## src/rtl/rcid_pkg.sv

```systemverilog
package rcid_pkg;

  // operation codes carried in the low bits of the input item
  localparam logic [2:0] OP_ALLOC = 3'd0;
  localparam logic [2:0] OP_INC   = 3'd1;
  localparam logic [2:0] OP_ADD   = 3'd2;
  localparam logic [2:0] OP_DEC   = 3'd3;
  localparam logic [2:0] OP_SUB   = 3'd4;

  // result status codes
  localparam logic [1:0] ST_OK    = 2'd0;
  localparam logic [1:0] ST_FULL  = 2'd1;
  localparam logic [1:0] ST_LIMIT = 2'd2;

  // fixed field widths of the item formats
  localparam int OP_W     = 3;
  localparam int ID_W     = 6;
  localparam int AMT_W    = 16;
  localparam int STATUS_W = 2;
  localparam int POOL_W   = 7;

  // pool size after reset
  localparam logic [POOL_W-1:0] POOL_RESET = 7'd64;

  // sequencer states
  typedef enum logic [4:0] {
    S_CLEAR  = 5'b00001,
    S_IDLE   = 5'b00010,
    S_SCAN   = 5'b00100,
    S_MODIFY = 5'b01000,
    S_DONE   = 5'b10000
  } state_t;

endpackage

```

## src/rtl/refcount_id_allocator.sv

```systemverilog
// Pool of IDs with a saturating reference count per ID, held in one synchronous
// RAM. After reset the block clears the count RAM, one entry per cycle, and
// accepts no item until that is done (pool size writes are taken at any time).
// Increment, add, decrement and subtract go through a RAM read, then modify and
// write back, then the output register. An unused operation code or a target
// outside the pool goes straight to the output register. Allocate scans the RAM
// one entry per cycle from the search hint until it finds a free ID or has read
// every entry of the pool. One item is in work at a time; a finished result
// waits in the output register and the block can take the next item meanwhile.
module refcount_id_allocator #(
  parameter int MAX_POOL   = 64,
  parameter int COUNT_BITS = 16
) (
  input  logic        clk,
  input  logic        rst,
  // input item: operation [2:0], target_id [8:3], amount [24:9], zero fill
  input  logic        s_tvalid,
  output logic        s_tready,
  input  logic [31:0] s_tdata,
  // result item: granted_id [5:0], status [7:6]
  output logic        m_tvalid,
  input  logic        m_tready,
  output logic [7:0]  m_tdata,
  // pool size register
  input  logic        cfg_we,
  input  logic [6:0]  cfg_wdata
);

  localparam int AW   = $clog2(MAX_POOL);
  localparam int SW   = (AW + 1 > rcid_pkg::POOL_W) ? AW + 1 : rcid_pkg::POOL_W;
  localparam int SUMW = ((COUNT_BITS > rcid_pkg::AMT_W) ? COUNT_BITS : rcid_pkg::AMT_W) + 1;
  localparam logic [SW-1:0]         POOL_MAX  = SW'(MAX_POOL);
  localparam logic [AW-1:0]         LAST_ADDR = AW'(MAX_POOL - 1);
  localparam logic [COUNT_BITS-1:0] CNT_MAX   = {COUNT_BITS{1'b1}};

  rcid_pkg::state_t state;

  logic [rcid_pkg::POOL_W-1:0] pool_size;
  logic [AW-1:0]               hint;
  logic [AW-1:0]               clr_addr;

  // captured item
  logic [rcid_pkg::OP_W-1:0]  op_q;
  logic [AW-1:0]              id_q;
  logic [rcid_pkg::AMT_W-1:0] amt_q;

  // scan bookkeeping
  logic [AW-1:0] scan_addr;
  logic [SW-1:0] n_issue;
  logic          pend;
  logic [AW-1:0] pend_pos;

  // result waiting for the output register
  logic [AW-1:0]                 res_granted;
  logic [rcid_pkg::STATUS_W-1:0] res_status;

  // ram ports
  logic                  wr_en;
  logic [AW-1:0]         wr_addr;
  logic [COUNT_BITS-1:0] wr_data;
  logic                  rd_en;
  logic [AW-1:0]         rd_addr;
  logic [COUNT_BITS-1:0] rd_data;

  // input field decode
  logic [rcid_pkg::OP_W-1:0]  in_op;
  logic [rcid_pkg::ID_W-1:0]  in_id;
  logic [rcid_pkg::AMT_W-1:0] in_amt;
  logic [SW-1:0]              in_id_ext;
  logic                       accept;
  logic                       in_modify;

  assign in_op     = s_tdata[2:0];
  assign in_id     = s_tdata[8:3];
  assign in_amt    = s_tdata[24:9];
  assign in_id_ext = SW'(in_id);
  assign s_tready  = (state == rcid_pkg::S_IDLE);
  assign accept    = s_tvalid && s_tready;

  // effective pool size
  logic [SW-1:0] pool_ext;
  logic [SW-1:0] size;
  assign pool_ext = SW'(pool_size);
  assign size     = (pool_ext == '0 || pool_ext > POOL_MAX) ? POOL_MAX : pool_ext;

  assign in_modify = (in_op == rcid_pkg::OP_INC || in_op == rcid_pkg::OP_ADD ||
                      in_op == rcid_pkg::OP_DEC || in_op == rcid_pkg::OP_SUB) &&
                     (in_id_ext < size);

  // scan step
  logic          issue;
  logic          found;
  logic [SW-1:0] scan_inc;
  logic [SW-1:0] pend_inc;
  logic [SW-1:0] hint_ext;
  assign issue    = (n_issue < size);
  assign found    = pend && (rd_data == '0);
  assign scan_inc = SW'(scan_addr) + SW'(1);
  assign pend_inc = SW'(pend_pos) + SW'(1);
  assign hint_ext = SW'(hint);

  // count update for the modify step
  logic [SUMW-1:0]       cnt_ext;
  logic [SUMW-1:0]       delta;
  logic [SUMW-1:0]       sum;
  logic [SUMW-1:0]       diff;
  logic                  is_add;
  logic [COUNT_BITS-1:0] new_cnt;
  logic [rcid_pkg::STATUS_W-1:0] mod_status;
  logic                  to_zero;

  assign cnt_ext = SUMW'(rd_data);
  assign is_add  = (op_q == rcid_pkg::OP_INC || op_q == rcid_pkg::OP_ADD);
  assign delta   = (op_q == rcid_pkg::OP_INC || op_q == rcid_pkg::OP_DEC) ?
                   SUMW'(1) : SUMW'(amt_q);
  assign sum     = cnt_ext + delta;
  assign diff    = cnt_ext - delta;

  always_comb begin
    new_cnt    = '0;
    mod_status = rcid_pkg::ST_OK;
    to_zero    = 1'b0;
    if (is_add) begin
      if (sum > SUMW'(CNT_MAX)) begin
        new_cnt    = CNT_MAX;
        mod_status = rcid_pkg::ST_LIMIT;
      end else begin
        new_cnt = sum[COUNT_BITS-1:0];
      end
    end else if (delta >= cnt_ext) begin
      to_zero = 1'b1;
      if (delta > cnt_ext) begin
        mod_status = rcid_pkg::ST_LIMIT;
      end
    end else begin
      new_cnt = diff[COUNT_BITS-1:0];
    end
  end

  // ram port selection
  always_comb begin
    wr_en   = 1'b0;
    wr_addr = clr_addr;
    wr_data = '0;
    if (state == rcid_pkg::S_CLEAR) begin
      wr_en = 1'b1;
    end else if (state == rcid_pkg::S_MODIFY) begin
      wr_en   = 1'b1;
      wr_addr = id_q;
      wr_data = new_cnt;
    end
  end

  assign rd_en   = (accept && in_modify) || (state == rcid_pkg::S_SCAN && issue);
  assign rd_addr = (state == rcid_pkg::S_SCAN) ? scan_addr : in_id_ext[AW-1:0];

  rcid_ram #(
    .WIDTH (COUNT_BITS),
    .DEPTH (MAX_POOL)
  ) u_counts (
    .clk     (clk),
    .wr_en   (wr_en),
    .wr_addr (wr_addr),
    .wr_data (wr_data),
    .rd_en   (rd_en),
    .rd_addr (rd_addr),
    .rd_data (rd_data)
  );

  // pool size register
  always_ff @(posedge clk) begin
    if (rst) begin
      pool_size <= rcid_pkg::POOL_RESET;
    end else if (cfg_we) begin
      pool_size <= cfg_wdata;
    end
  end

  // sequencer and control state
  always_ff @(posedge clk) begin
    if (rst) begin
      state    <= rcid_pkg::S_CLEAR;
      clr_addr <= '0;
      hint     <= '0;
      pend     <= 1'b0;
      m_tvalid <= 1'b0;
    end else begin
      // output valid: set when the done step loads, cleared on handshake
      if (state == rcid_pkg::S_DONE && (!m_tvalid || m_tready)) begin
        m_tvalid <= 1'b1;
      end else if (m_tvalid && m_tready) begin
        m_tvalid <= 1'b0;
      end
      unique case (state)
        rcid_pkg::S_CLEAR: begin
          clr_addr <= clr_addr + AW'(1);
          if (clr_addr == LAST_ADDR) begin
            state <= rcid_pkg::S_IDLE;
          end
        end
        rcid_pkg::S_IDLE: begin
          if (accept) begin
            pend <= 1'b0;
            if (in_op == rcid_pkg::OP_ALLOC) begin
              state <= rcid_pkg::S_SCAN;
            end else if (in_modify) begin
              state <= rcid_pkg::S_MODIFY;
            end else begin
              state <= rcid_pkg::S_DONE;
            end
          end
        end
        rcid_pkg::S_SCAN: begin
          if (found) begin
            hint  <= (pend_inc < size) ? pend_inc[AW-1:0] : '0;
            pend  <= 1'b0;
            state <= rcid_pkg::S_DONE;
          end else if (!issue) begin
            pend  <= 1'b0;
            state <= rcid_pkg::S_DONE;
          end else begin
            pend <= 1'b1;
          end
        end
        rcid_pkg::S_MODIFY: begin
          if (!is_add && to_zero) begin
            hint <= id_q;
          end
          state <= rcid_pkg::S_DONE;
        end
        rcid_pkg::S_DONE: begin
          if (!m_tvalid || m_tready) begin
            state <= rcid_pkg::S_IDLE;
          end
        end
        default: state <= rcid_pkg::S_IDLE;
      endcase
    end
  end

  // payload registers
  always_ff @(posedge clk) begin
    // capture the item and set up the scan
    if (accept) begin
      op_q        <= in_op;
      id_q        <= in_id_ext[AW-1:0];
      amt_q       <= in_amt;
      scan_addr   <= (hint_ext < size) ? hint : '0;
      n_issue     <= '0;
      res_granted <= '0;
      res_status  <= rcid_pkg::ST_OK;
    end
    // walk the pool one entry per cycle
    if (state == rcid_pkg::S_SCAN) begin
      if (found) begin
        res_granted <= pend_pos;
        res_status  <= rcid_pkg::ST_OK;
      end else if (!issue) begin
        res_granted <= '0;
        res_status  <= rcid_pkg::ST_FULL;
      end else begin
        pend_pos  <= scan_addr;
        scan_addr <= (scan_inc < size) ? scan_inc[AW-1:0] : '0;
        n_issue   <= n_issue + SW'(1);
      end
    end
    if (state == rcid_pkg::S_MODIFY) begin
      res_status <= mod_status;
    end
    // output register load
    if (state == rcid_pkg::S_DONE && (!m_tvalid || m_tready)) begin
      m_tdata <= {res_status, 6'(res_granted)};
    end
  end

  // no new item while one is in work
  a_one_at_a_time: assert property (@(posedge clk) disable iff (rst)
    accept |=> !s_tready)
    else $error("item accepted while another is in work");

  // a full pool grants no id
  a_full_no_grant: assert property (@(posedge clk) disable iff (rst)
    (m_tvalid && m_tdata[7:6] == rcid_pkg::ST_FULL) |-> (m_tdata[5:0] == 6'd0))
    else $error("pool full but an id was granted");

  // status code is one of the defined ones
  a_status_code: assert property (@(posedge clk) disable iff (rst)
    m_tvalid |-> (m_tdata[7:6] == rcid_pkg::ST_OK || m_tdata[7:6] == rcid_pkg::ST_FULL ||
                  m_tdata[7:6] == rcid_pkg::ST_LIMIT))
    else $error("undefined status code");

  // the hint always points into the ram
  a_hint_range: assert property (@(posedge clk) disable iff (rst)
    SW'(hint) < POOL_MAX)
    else $error("search hint beyond the pool");

  // a scan read is only ever taken from inside the effective pool
  a_scan_range: assert property (@(posedge clk) disable iff (rst)
    (state == rcid_pkg::S_SCAN && issue) |-> (SW'(scan_addr) < size))
    else $error("scan address beyond the pool size");

endmodule

```

## src/rtl/rcid_ram.sv

```systemverilog
module rcid_ram #(
  parameter int WIDTH = 16,
  parameter int DEPTH = 64
) (
  input  logic                     clk,
  input  logic                     wr_en,
  input  logic [$clog2(DEPTH)-1:0] wr_addr,
  input  logic [WIDTH-1:0]         wr_data,
  input  logic                     rd_en,
  input  logic [$clog2(DEPTH)-1:0] rd_addr,
  output logic [WIDTH-1:0]         rd_data
);

  logic [WIDTH-1:0] mem [DEPTH];

  // one write port, one registered read port
  always_ff @(posedge clk) begin
    if (wr_en) begin
      mem[wr_addr] <= wr_data;
    end
    if (rd_en) begin
      rd_data <= mem[rd_addr];
    end
  end

endmodule

```

## config.mk

```make
export PLATFORM = sky130hd
export DESIGN_NAME = refcount_id_allocator
export DESIGN_NICKNAME = d
export VERILOG_FILES = /design/src/rtl/rcid_pkg.sv /design/src/rtl/refcount_id_allocator.sv /design/src/rtl/rcid_ram.sv
export SDC_FILE = /design/constraint.sdc
export NUM_CORES = 2
export LEC_CHECK = 0
export ABC_AREA = 0
export BUFFER_PORTS_ARGS = -buffer_cell sky130_fd_sc_hd__buf_2
export CAP_MARGIN = 25
export CORE_MARGIN = 2
export CORE_UTILIZATION = 42
export CTS_BUF_LIST = sky130_fd_sc_hd__clkbuf_16
export DETAILED_ROUTE_END_ITERATION = 10
export PLACE_DENSITY = 0.67
export RECOVER_POWER = 25
export SLEW_MARGIN = 0
export SYNTH_ARGS = -nofsm -noshare
export SYNTH_HDL_FRONTEND = slang
export SYNTH_HIERARCHICAL = 1
export SYNTH_SLANG_ARGS = --single-unit
```

## constraint.sdc

```tcl
create_clock -name clk -period 10.08 [get_ports clk]
set_clock_uncertainty 0.15 [all_clocks]
set_input_delay 3.024 -clock clk [delete_from_list [all_inputs] [get_ports clk]]
set_output_delay 3.024 -clock clk [all_outputs]
set_load 0.02 [all_outputs]
```

==> metrics.json <==
{
  "run_status": {
    "status": "complete, but fails checks",
    "violated_checks": "capacitance limit, slew limit"
  },
  "worst_setup_path": {
    "source_of_the_critical_timing_path": "s_tdata[4]",
    "critical_path.max_stage_delay_ns": 0.76,
    "crit_path_end_kind": "flop",
    "arrival_ns": 6.39,
    "timing.critical_path.required_ns": 10.26,
    "worstPathCellList": "clkbuf_1, mux2_8, buf_4, mux4_2, nor2b_1, a211o_1, a31oi_1, a311oi_1",
    "slowest_library_cell_on_the_worst_path": "sky130_fd_sc_hd__mux2_8",
    "critPathKind": "in -> reg",
    "start_kind": "input port",
    "crit_fanout": 95,
    "worstReg2RegStart": "state[0]"
  },
  "synthesis": {
    "synth_compound_area_share_pct": 4.81,
    "xor_xnor_share_of_the_synthesized_area_pct": 0.642,
    "synth.ff_latch_count": 1126,
    "synthCells": 2510,
    "synth_cell_type_count": 79,
    "top_ff_cell_synth": "sky130_fd_sc_hd__edfxtp_1",
    "synth-adder-area-share_pct": 1.84,
    "synth-warning-count": 6,
    "synth-edff-count": 1079,
    "synthSimpleGateAreaFrac_pct": 4.61,
    "sequential_to_total_area_share_from_yosys_stat_pct": 71.9,
    "post_synth_instance_area_um2": 46400,
    "post_synth_net_total": 2621,
    "async_flop_share_pct": 0,
    "syn_avg_cell_area_um2": 18.5,
    "post_synthesis_mux_area_share_pct": 13.9,
    "main_combinational_cell_family_by_area_after_synthesis": "multiplexers"
  },
  "clock_tree": {
    "clock_latency_ns": 0.69,
    "cts_tree": "built",
    "postCtsSetupRepairBufs": 0,
    "postCtsResizedCells": 0,
    "cts.clk_slew.worst_paths_ns": 0.05,
    "cts-buffers-inserted": 112,
    "cts_htree_levels": 3,
    "cts_root_buf": "sky130_fd_sc_hd__clkbuf_16",
    "cts_buffer_depth": 3,
    "cts.sinks": 1126,
    "hold_buf_cts": 0
  },
  "pwr": {
    "static-leakage-power_nw": 17.4,
    "peakVddDrop_uv": 166,
    "power_density_nw_per_um2": 188
  },
  "final_layout": {
    "finish.instance_area_um2": 52100,
    "area.growth.synth_to_final_pct": 12.5,
    "finish.utilization_pct": 47.8,
    "insertedDiodeCount": 0,
    "drive_above_1_share_pct": 20.5,
    "layout.cells.most_common_list": "sky130_fd_sc_hd__edfxtp_1 (1079), sky130_fd_sc_hd__mux4_2 (220), sky130_fd_sc_hd__nand2_1 (126)",
    "layout_commonest_cell": "sky130_fd_sc_hd__edfxtp_1",
    "net_total_in_the_final_layout": 2750
  },
  "placed_design": {
    "place.detailed.hpwl_mm": 64.5,
    "detailed_place.area_um2": 48700,
    "dp_worst_slack_ns": 3.24,
    "place.gp.congestion": 0.878,
    "port-buffer-count": 46
  },
  "hold_path": {
    "hp-start": "res_granted[4]",
    "hp-class": "reg -> reg"
  },
  "detailed_routing": {
    "routed-via-count": 24100,
    "route.antenna.remaining_nets": 0,
    "drt_iter0_drc": 2891,
    "drt_first_pass_iters": 6,
    "route.detailed.wl_per_inst_um": 25.5,
    "drt-total-wl_mm": 107,
    "vias_per_cell": 5.74,
    "drcViolationCount": 0
  },
  "run": {
    "drv.max_cap_violation_count": 1
  },
  "die": {
    "die_area_um2": 113000,
    "die_extent_in_x_um": 336,
    "die_h_um": 336,
    "design.core.area_um2": 109000,
    "number_of_rows_created_at_floorplan": 121,
    "initial_utilization_pct": 42.5,
    "top_level_ports": 54
  },
  "timing": {
    "setup_violations": 0,
    "unrepaired_setup_endpoints_after_global_routing": "false",
    "slew_headroom_pct": -63.2,
    "max_slew.worst_pin.slew_ns": 2.45,
    "final-max-slew-violation-count": 24,
    "minimum_setup_slack_in_the_final_design_ns": 3.87,
    "fin_crit_period_ns": 6.21,
    "finalHoldViolCount": 0,
    "fmaxAchievable_mhz": 161,
    "finalSetupTns_ns": 0,
    "final.period_utilization_pct": 61.7
  },
  "global_routing": {
    "overflow_after_grt": 0,
    "grt_start_max_net_pins": 96,
    "first_global_vias": 24400,
    "grt_antenna_before_repair": 3,
    "global_route.usage.total_pct": 19.0,
    "grt_first_pass_wirelength_mm": 159
  }
}
==> cell usage after synthesis (6+ instances only) <==
cell                       count  area [µm²]
sky130_fd_sc_hd__mux4_2      220        4950
sky130_fd_sc_hd__a31oi_1      15        93.8
sky130_fd_sc_hd__ha_1         65         813
sky130_fd_sc_hd__buf_2        47         235
sky130_fd_sc_hd__xnor2_1      22         193
sky130_fd_sc_hd__nand2_1     126         473
sky130_fd_sc_hd__o211ai_1      6        45.0
sky130_fd_sc_hd__a21o_1        9        67.6
sky130_fd_sc_hd__mux2i_1     100        1000
sky130_fd_sc_hd__nand2b_1     26         163
sky130_fd_sc_hd__a21oi_1      67         335
sky130_fd_sc_hd__inv_1        40         150
sky130_fd_sc_hd__a41oi_1       6        52.6
sky130_fd_sc_hd__dfxtp_1      47         941
sky130_fd_sc_hd__a211oi_1     26         195
sky130_fd_sc_hd__a221o_1       6        60.1
sky130_fd_sc_hd__clkbuf_1     38         143
sky130_fd_sc_hd__o21bai_1      6        45.0
sky130_fd_sc_hd__xor2_1       12         105
sky130_fd_sc_hd__a22o_1       12         105
sky130_fd_sc_hd__nand3_1      38         190
sky130_fd_sc_hd__nor2b_1      37         231
sky130_fd_sc_hd__nor3_1       16        80.1
sky130_fd_sc_hd__a221oi_1     20         175
sky130_fd_sc_hd__buf_4        16         120
sky130_fd_sc_hd__edfxtp_1   1079       32400
sky130_fd_sc_hd__nand4_1      21         131
sky130_fd_sc_hd__o21ai_1       6        30.0
sky130_fd_sc_hd__o21a_1       14         105
sky130_fd_sc_hd__buf_6        19         214
sky130_fd_sc_hd__mux2_2       34         383
sky130_fd_sc_hd__a311oi_1      8        70.1
sky130_fd_sc_hd__nand3b_1     11        82.6
sky130_fd_sc_hd__nor2_1      125         469
sky130_fd_sc_hd__a211o_1      10        87.6
sky130_fd_sc_hd__a22oi_1      39         293
sky130_fd_sc_hd__o21ai_0      25         125
==> critical path: cells and delay by family <==
| kind | cells | cell delay (ns) |
|---|---|---|
| compound gates | 3 | 1.06 |
| mux | 2 | 1.15 |
| buf+inv | 2 | 0.81 |
| simple gates | 1 | 0.16 |
==> path summary, 6_finish.rpt <==
check / endpoint / slack, ns / cells past startpoint
worst max-delay path: u_counts/rd_data[4] / 3.87 / 8
worst min-delay path: m_tdata[4] / 0.29 / 0
worst max register to register: u_counts/mem[63][15] / 4.52 / 8
worst min register to register: m_tdata[4] / 0.29 / 0
==> power by group <==
part | switching (W) | internal (W) | leakage [nW] | total [W]
Combinational | 0.000355 | 0.000205 | 4.96 | 0.000561
Clock | 0.00171 | 0.00228 | 1.84 | 0.00399
Sequential | 0.0000490 | 0.00518 | 10.6 | 0.00523
Total | 0.00212 | 0.00766 | 17.4 | 0.00978
==> final cells by class <==
type | instances | area (µm²)
clock buffer | 114 | 2850
clock inverter | 93 | 701
fill | 8949 | 57000
inverter | 43 | 161
multi-input combinational | 1206 | 12200
sequential | 1126 | 33300
tap | 1476 | 1850
timing repair buffer | 150 | 1020
==> flip-flops by register name (all words and copies together), names as in the netlist <==
signal and flops:
amt_q 16, clr_addr 6, hint 6, id_q 6
m_tdata 8, m_tvalid 1, n_issue 7, op_q 3
pend 1, pend_pos 6, pool_ext 7, res_granted 6
res_status 2, scan_addr 6, state 5, u_counts/mem 1024
u_counts/rd_data 16
==> metal layers <==
metal / vias to the layer above / GRT usage (%) / wire [µm]
met5: - / 0 / 0
met3: 210 / 3.53 / 8400
met4: 0 / 6.61 / 3730
met1: 12500 / 25.6 / 43300
met2: 994 / 31.2 / 52000
li1: 10400 / - / -
==> per-stage QoR <==
stage	std cells	hold slack [ns]	power, W
2_1_floorplan	2510	0.258	0.00569
3_3_place_gp	3986	0.269	0.00587
3_5_place_dp	3994	0.279	0.00589
4_1_cts	4201	0.292	0.00987
5_1_grt	4208	0.300	0.0101
6_report	4208	0.285	0.00978
==> cells by family after synthesis <==
family | Yosys count
DFF | 1126
and+or+nand+nor | 440
muxes | 358
AOI/OAI and AO/OA | 307
buffers and inverters | 178
adders and majority gates | 67
xor gates and xnor gates | 34
No activity file was read; power rests on OpenSTA's default activity.
